**src/rtl/core/sme_pkg.sv**
```systemverilog
// Shared constants, opcodes, command/status structs and decode helpers
// for the stack machine executor. No dependencies.
package sme_pkg;

    localparam int STACK_DEPTH = 256;
    localparam int DATA_WORDS  = 1024;
    localparam int CODE_BYTES  = 4096;

    localparam int SP_W  = $clog2(STACK_DEPTH);
    localparam int CNT_W = $clog2(STACK_DEPTH + 1);
    localparam int DA_W  = $clog2(DATA_WORDS);
    localparam int LEN_W = 13;

    localparam logic [7:0] OP_NOP  = 8'h00;
    localparam logic [7:0] OP_HALT = 8'h01;
    localparam logic [7:0] OP_PUSH = 8'h02;
    localparam logic [7:0] OP_POP  = 8'h03;
    localparam logic [7:0] OP_DUP  = 8'h04;
    localparam logic [7:0] OP_ADD  = 8'h10;
    localparam logic [7:0] OP_SUB  = 8'h11;
    localparam logic [7:0] OP_MUL  = 8'h12;
    localparam logic [7:0] OP_DIV  = 8'h13;
    localparam logic [7:0] OP_MOD  = 8'h14;
    localparam logic [7:0] OP_AND  = 8'h20;
    localparam logic [7:0] OP_OR   = 8'h21;
    localparam logic [7:0] OP_XOR  = 8'h22;
    localparam logic [7:0] OP_NOT  = 8'h23;
    localparam logic [7:0] OP_EQ   = 8'h30;
    localparam logic [7:0] OP_NEQ  = 8'h31;
    localparam logic [7:0] OP_LT   = 8'h32;
    localparam logic [7:0] OP_GT   = 8'h33;
    localparam logic [7:0] OP_JMP  = 8'h40;
    localparam logic [7:0] OP_JZ   = 8'h41;
    localparam logic [7:0] OP_JNZ  = 8'h42;
    localparam logic [7:0] OP_LOAD = 8'h60;
    localparam logic [7:0] OP_STOR = 8'h61;
    localparam logic [7:0] OP_PRTD = 8'h70;
    localparam logic [7:0] OP_PRTT = 8'h71;

    localparam logic [1:0] ST_RUN   = 2'd0;
    localparam logic [1:0] ST_HALT  = 2'd1;
    localparam logic [1:0] ST_BADOP = 2'd2;
    localparam logic [1:0] ST_END   = 2'd3;

    typedef struct packed {
        logic clear;
        logic load;
        logic start;
        logic pop_cap;
        logic div_start;
        logic exec;
        logic push;
        logic finish;
    } sme_cmd_t;

    typedef struct packed {
        logic       clr_last;
        logic       can_run;
        logic [1:0] pops;
        logic [1:0] pushes;
        logic       is_load;
        logic       is_div;
        logic       div_busy;
        logic       out_free;
    } sme_stat_t;

    function automatic logic [1:0] pop_count(input logic [7:0] op);
        logic [1:0] n;
        n = 2'd0;
        if (op inside {OP_POP, OP_DUP, OP_NOT, OP_JZ, OP_JNZ, OP_LOAD, OP_PRTD, OP_PRTT})
            n = 2'd1;
        else if (op inside {OP_ADD, OP_SUB, OP_MUL, OP_DIV, OP_MOD, OP_AND, OP_OR, OP_XOR,
                            OP_EQ, OP_NEQ, OP_LT, OP_GT, OP_STOR})
            n = 2'd2;
        return n;
    endfunction

    function automatic logic [1:0] push_count(input logic [7:0] op);
        logic [1:0] n;
        n = 2'd0;
        if (op == OP_DUP)
            n = 2'd2;
        else if (op inside {OP_PUSH, OP_NOT, OP_ADD, OP_SUB, OP_MUL, OP_DIV, OP_MOD, OP_AND,
                            OP_OR, OP_XOR, OP_EQ, OP_NEQ, OP_LT, OP_GT, OP_LOAD})
            n = 2'd1;
        return n;
    endfunction

    function automatic logic has_imm(input logic [7:0] op);
        return op inside {OP_PUSH, OP_JMP, OP_JZ, OP_JNZ};
    endfunction

    function automatic logic is_known(input logic [7:0] op);
        return op inside {OP_NOP, OP_HALT, OP_PUSH, OP_POP, OP_DUP, OP_ADD, OP_SUB, OP_MUL,
                          OP_DIV, OP_MOD, OP_AND, OP_OR, OP_XOR, OP_NOT, OP_EQ, OP_NEQ,
                          OP_LT, OP_GT, OP_JMP, OP_JZ, OP_JNZ, OP_LOAD, OP_STOR, OP_PRTD,
                          OP_PRTT};
    endfunction

endpackage

```
**src/rtl/core/sme_ctrl.sv**
```systemverilog
// Controller state machine: sequences clear sweep, pops, load, divide,
// execute, pushes and result transfer. Depends on sme_pkg.
module sme_ctrl (
    input  logic                clk,
    input  logic                rst_n,
    input  logic                s_tvalid,
    output logic                s_tready,
    input  sme_pkg::sme_stat_t  stat,
    output sme_pkg::sme_cmd_t   cmd
);

    typedef enum logic [3:0] {
        S_CLEAR,
        S_IDLE,
        S_START,
        S_POP_RD,
        S_POP_CAP,
        S_LD_RD,
        S_DIV_GO,
        S_DIV_WAIT,
        S_EXEC,
        S_PUSH,
        S_FINISH
    } state_t;

    state_t     state_reg, state_next;
    logic [1:0] pops_reg, pops_next;
    logic [1:0] push_reg, push_next;
    state_t     after_pops;

    assign s_tready = state_reg == S_IDLE;

    always_comb
    begin
        if (stat.is_load)
            after_pops = S_LD_RD;
        else if (stat.is_div)
            after_pops = S_DIV_GO;
        else
            after_pops = S_EXEC;
    end

    always_comb
    begin
        state_next = state_reg;
        pops_next  = pops_reg;
        push_next  = push_reg;
        cmd        = '0;
        case (state_reg)
            S_CLEAR:
            begin
                cmd.clear = 1'b1;
                if (stat.clr_last)
                    state_next = S_IDLE;
            end
            S_IDLE:
            begin
                if (s_tvalid)
                begin
                    cmd.load   = 1'b1;
                    state_next = S_START;
                end
            end
            S_START:
            begin
                cmd.start = 1'b1;
                pops_next = stat.pops;
                if (!stat.can_run)
                    state_next = S_FINISH;
                else if (stat.pops != 2'd0)
                    state_next = S_POP_RD;
                else
                    state_next = S_EXEC;
            end
            S_POP_RD:
                state_next = S_POP_CAP;
            S_POP_CAP:
            begin
                cmd.pop_cap = 1'b1;
                pops_next   = pops_reg - 2'd1;
                state_next  = (pops_reg == 2'd1) ? after_pops : S_POP_RD;
            end
            S_LD_RD:
                state_next = S_EXEC;
            S_DIV_GO:
            begin
                cmd.div_start = 1'b1;
                state_next    = S_DIV_WAIT;
            end
            S_DIV_WAIT:
            begin
                if (!stat.div_busy)
                    state_next = S_EXEC;
            end
            S_EXEC:
            begin
                cmd.exec   = 1'b1;
                push_next  = stat.pushes;
                state_next = (stat.pushes != 2'd0) ? S_PUSH : S_FINISH;
            end
            S_PUSH:
            begin
                cmd.push   = 1'b1;
                push_next  = push_reg - 2'd1;
                if (push_reg == 2'd1)
                    state_next = S_FINISH;
            end
            S_FINISH:
            begin
                if (stat.out_free)
                begin
                    cmd.finish = 1'b1;
                    state_next = S_IDLE;
                end
            end
            default:
                state_next = S_IDLE;
        endcase
    end

    always_ff @(posedge clk or negedge rst_n)
    begin
        if (!rst_n)
        begin
            state_reg <= S_CLEAR;
            pops_reg  <= '0;
            push_reg  <= '0;
        end
        else
        begin
            state_reg <= state_next;
            pops_reg  <= pops_next;
            push_reg  <= push_next;
        end
    end

`ifndef NO_ASSERTIONS
    a_no_take_clear: assert property (@(posedge clk) disable iff (!rst_n)
        (state_reg == S_CLEAR) |-> !s_tready)
        else $error("input taken during clear sweep");
    a_div_wait: assert property (@(posedge clk) disable iff (!rst_n)
        (state_reg == S_DIV_GO) |=> stat.div_busy)
        else $error("divider did not start");
    a_push_from_exec: assert property (@(posedge clk) disable iff (!rst_n)
        $rose(state_reg == S_PUSH) |-> $past(state_reg == S_EXEC))
        else $error("push without execute");
`endif

endmodule

```
**config.mk**
```make
export PLATFORM = sky130hd
export DESIGN_NAME = sme_ctrl
export DESIGN_NICKNAME = d
export VERILOG_FILES = /design/src/rtl/core/sme_pkg.sv /design/src/rtl/core/sme_ctrl.sv
export SDC_FILE = /design/constraint.sdc
export NUM_CORES = 1
export LEC_CHECK = 0
export BUFFER_PORTS_ARGS = -buffer_cell sky130_fd_sc_hd__buf_2
export CAP_MARGIN = 20
export CORE_UTILIZATION = 50
export CTS_BUF_LIST = sky130_fd_sc_hd__clkbuf_4 sky130_fd_sc_hd__clkbuf_8
export DETAILED_ROUTE_END_ITERATION = 7
export GPL_TIMING_DRIVEN = 0
export PLACE_DENSITY_LB_ADDON = 0.3
export RECOVER_POWER = 50
export SLEW_MARGIN = 10
export SYNTH_ARGS = -nofsm -noshare
export SYNTH_HDL_FRONTEND = slang
export SYNTH_SLANG_ARGS = --single-unit
```
**constraint.sdc**
```tcl
create_clock -name clk -period 1.6 [get_ports clk]
set_input_delay 0.08 -clock clk [delete_from_list [all_inputs] [get_ports clk]]
set_output_delay 0.08 -clock clk [all_outputs]
set_load 0.01 [all_outputs]
```
* Word level (Yosys, flattened, before mapping)
Cells that the tools add are included.
Word-level totals: output and inout port bits 9, memories 0, bits in latches 0, logic and storage cells 52, flip-flop bits (word level) 8, RAM bits 0, bits in read-only memories 0
Operators by class: divide/modulo/power cells 0, bitwise logic cells 0, $mul 0, equal/unequal tests 17, multiplexer cells 24, reduce and logical (&&, ||, !) cells 6, $lt $le $gt $ge 0, shift operators 0, $add $sub $neg 2
Operators with widths (number):
- case mux 4 bit (11 select lines) | 1
- 2-to-1 mux 4 bit | 10
- == test 4 x 3 -> 1 bit, second input constant | 4
- == test 4 bit, second input constant | 3
- 2-to-1 mux 1 bit | 10
- inequality test 2 bit, second input constant | 5
- == test 4 x 2 -> 1 bit, second input constant | 2
- case mux 2 bit (2 select lines) | 2
- nonzero test 2 bit | 4
- AND reduction 5 bit | 1
- == test 2 x 1 -> 1 bit, second input constant | 2
- == test 4 x 1 -> 1 bit, second input constant | 1
- logical NOT 4 bit | 1
- subtractor 2 x 1 -> 2 bit, second input constant | 2
- 2-to-1 mux 2 bit | 1

* Depth between registers and ports, before layout
word-level depth 4, mapped depth 6, gate-level depth less buffers 6

* Worst setup path after synthesis
OpenSTA, ideal clock, no wires.
path kind flip-flop to flip-flop, start register state_reg[0], end register state_reg[0], arrival 1292 ps, setup time 139 ps, path slack 169 ps, path buffers 1, stages on the path, launching flop included 6, clock period less this slack 1431 ps, cells stage by stage dfrtp_1 > buf_6 > nor4_1 > nand2b_1 > a21oi_1 > a41oi_1
Between the ends: word-level cells in the longest chain between the ends 3
Ends and longest elaborated chain:
- from (decl) | line sme_ctrl.sv:26 | state_t state_reg, state_next;
- from (signal assigned) | line sme_ctrl.sv:131 | state_reg <= state_next;
- == test 4 bit, or another cell as far along | line sme_ctrl.sv:49 | case (state_reg)
- inequality test 2 bit (no line)
- AND reduction 5 bit (no line)
Several ways; a longest one is shown, not always the timed one. A chain may end at the register's enable or synchronous reset.

==> flow_metrics.tcl <==
set metrics [dict create \
    grt_pass1_vias 615 \
    synth_top_area_cell "dfrtp_1" \
    remaining_drc_errors 0 \
    dieArea_um2 1590 \
    min_path_type "in2reg" \
    globalRouteOverflowTotal 0 \
    yosys-top-cells-count "nor2_1 (10), o21ai_0 (9), dfrtp_1 (8)" \
    finalNetCount 131 \
    async_flop_share_pct 100 \
    num_vias 720 \
    hold_depth 3 \
    synthesis.nets 101 \
    synth.top_cell.area_share_pct 27.8 \
    whs_endpoint "pops_reg[1]" \
    r2r_start "state_reg[0]" \
    routedWlPerCell_um 13.5 \
    ant_nets 0 \
    netSwitchingFraction_pct 45.2 \
    largest_reg_flops 4 \
    fmax_mhz 669 \
    hold_viol 0 \
    cts_max_level 1 \
    worst_pin_slew_ps 474 \
    synth.ff_latch_count 8 \
    rows 13 \
    vias_per_cell 5.58 \
    antenna_found_initial 0 \
    initial_core_util_pct 54.6 \
    boundaryPins 22 \
    yosys-top-cells-area "dfrtp_1 (28%), nor4b_4 (6.6%), o21ai_0 (6.3%)" \
    clock_latency_ps 250 \
    critPathMaxFanout 5 \
    start_kind "register" \
    hold_start "stat[7]" \
    fin_skew_ps 3.34 \
    timing.rr.end "state_reg[1]" \
    cts_tree "yes" \
    cts_sinks 8 \
    gp_congestion 0.868 \
    setup_viol 0 \
    place_ws_ps 158 \
    antennaDiodeCount 0 \
    syn_area_per_cell_um2 8.37 \
    rsz0062_at_grt "false" \
    post-route-util_pct 69.3 \
    p_clk_share_pct 9.8 \
    p_per_area_nw_per_um2 1780 \
    die_h_um 39.9 \
    core_area_um2 1320 \
    drtIter0Drc 13 \
    cell_internal_pwr_w 0.000891 \
    drive_gt1_share_pct 34.2 \
    port_buffers 21 \
    die_w_um 39.9 \
    hpwlAfterDp_um 1270 \
    first_pass_iters 5 \
    gr-usage-all-layers_pct 24.4 \
    max_slew_margin_pct 68.4 \
    cts_inserted_buffers 3 \
    end_kind "output pin" \
    netlist_instances 86 \
    r2r_cells 5 \
    area_growth_pct 27.0 \
    grt_max_degree 11 \
    r2r_slack_ps 120 \
    crit_arrival_ps 1420 \
    clockRootBuffer "clkbuf_4" \
    required_ps 1520 \
    period_minus_slack_ps 1500 \
    seqPwrFrac_pct 23.6 \
    synth.most_common_cell "nor2_1" \
    pwr-share-comb_pct 66.6 \
    setup_tns_ps 0 \
    path_clk_slew_ps 60 \
    fin_ws_ps 105 \
    crit_type "reg2out" \
    ys.flop_type "dfrtp_1" \
    status "complete, no violations" \
    cellLeakagePower_nw 0.429 \
    whs_ps 145 \
    power.switching_w 0.000735 \
    yosys_warnings 0 \
    yosysSeqAreaShare_pct 27.8 \
    clock_path_buffers 2 \
    yosysUniqueCellTypes 34 \
    peakVddDrop_mv 0.911 \
    synthesis.area_um2 719 \
    grt_pass1_wl_um 2590 \
    report.final.slew_viol_count 0 \
    synth_edf_count 0 \
    max_cap_violations 0 \
    finalWirelength_um 1750 \
    min_period_over_period_pct 93.4 \
]
## stage by stage
step / total power [W] / cells / area [um2]
floorplan: 0.00112 / 86 / 719
global placement: 0.00133 / 122 / 843
detailed placement: 0.00136 / 122 / 843
CTS: 0.00153 / 126 / 876
global route: 0.00177 / 129 / 913
finish: 0.00163 / 129 / 913
## area by class of cell
cell class / count / area [um2]
multi-input combinational: 66 / 465
fill: 116 / 404
sequential: 8 / 201
timing repair buffer: 25 / 135
buffer: 6 / 47.5
clock buffer: 3 / 22.5
inverter: 6 / 22.5
tap: 15 / 18.8
## power groups by stage
stage | sequential (W) | clock, W | combinational [W]
finish | 0.000384 | 0.000159 | 0.00108
global route | 0.000396 | 0.000173 | 0.00120
CTS | 0.000381 | 0.000161 | 0.000984
detailed placement | 0.000384 | 0 | 0.000975
global placement | 0.000378 | 0 | 0.000952
floorplan | 0.000363 | 0 | 0.000759
## how the worst max path moves through the flow
stage / depth (start not counted) / endpoint / slack [ps] / start
final: 5 / cmd[6] / 100 / state_reg[1]
after global routing: 6 / state_reg[3] / 10 / state_reg[1]
after CTS: 5 / cmd[6] / 20 / state_reg[1]
after detailed placement: 5 / state_reg[1] / 160 / state_reg[0]
after global placement: 5 / state_reg[3] / 200 / state_reg[2]
after floorplan: 5 / state_reg[0] / 170 / state_reg[0]
## worst max-delay path, cell delays in order, from the launching register on
cell and delay, ps:
dfrtp_2 450, buf_6 130, nand2b_4 130, nor3_2 190, and2_1 140, buf_2 120
## what timing repair did
| item | 4_1_cts | 5_1_grt |
|---|---|---|
| gates resized for setup | 0 | 4 |
| hold endpoints to repair | 8 | 0 |
| endpoints found under the setup margin | 0 | 2 |
| hold buffers | 1 | 0 |
| setup buffers | 0 | 3 |
## per-layer routing
metal  global-route usage (%)  vias up  wire length (um)
met5                        0        -                 0
met4                     10.3        0                11
met3                     1.67        2                62
met2                     38.7       21               835
met1                     33.9      328               837
li1                         -      369                 -
## logic make-up (layout without fill, tap and decap cells)
kind of cell | after synthesis | after routing | synth area share (%)
buffers and inverters | 12 | 40 | 9.22
AO/OA/AOI/OAI | 26 | 26 | 23.5
AND/OR/NAND/NOR | 35 | 35 | 31.7
multiplexers | 3 | 3 | 4.35
flip-flops | 8 | 8 | 27.8
adder cells (fa/ha/maj) | 2 | 2 | 3.48
## cell usage in the layout (no fill, tap or decap)
master          n
dfrtp_1         7
nand3b_1        1
a41oi_1         1
a21oi_1         6
a22o_1          1
nand2b_1        4
and2_1          2
clkbuf_4        3
o311ai_0        1
clkbuf_1        2
o21ai_2         1
nor3_1          5
o21ai_1         1
nor2b_1         2
nor4b_4         2
buf_4           5
mux2i_1         2
buf_2          21
buf_6           2
a21bo_1         1
a311o_1         1
nand2_1         2
and3_1          1
o31ai_1         1
a2111o_1        1
nor3_2          2
nor4_1          1
and4b_1         1
inv_1           6
nor4b_1         1
nand2b_4        1
mux2_2          1
o21ai_0         9
a211o_1         1
nor2_1         10
ha_1            2
dfrtp_2         1
dlygate4sd3_1   1
o22ai_1         1
Note: power is estimated with default switching activity, not from simulation.
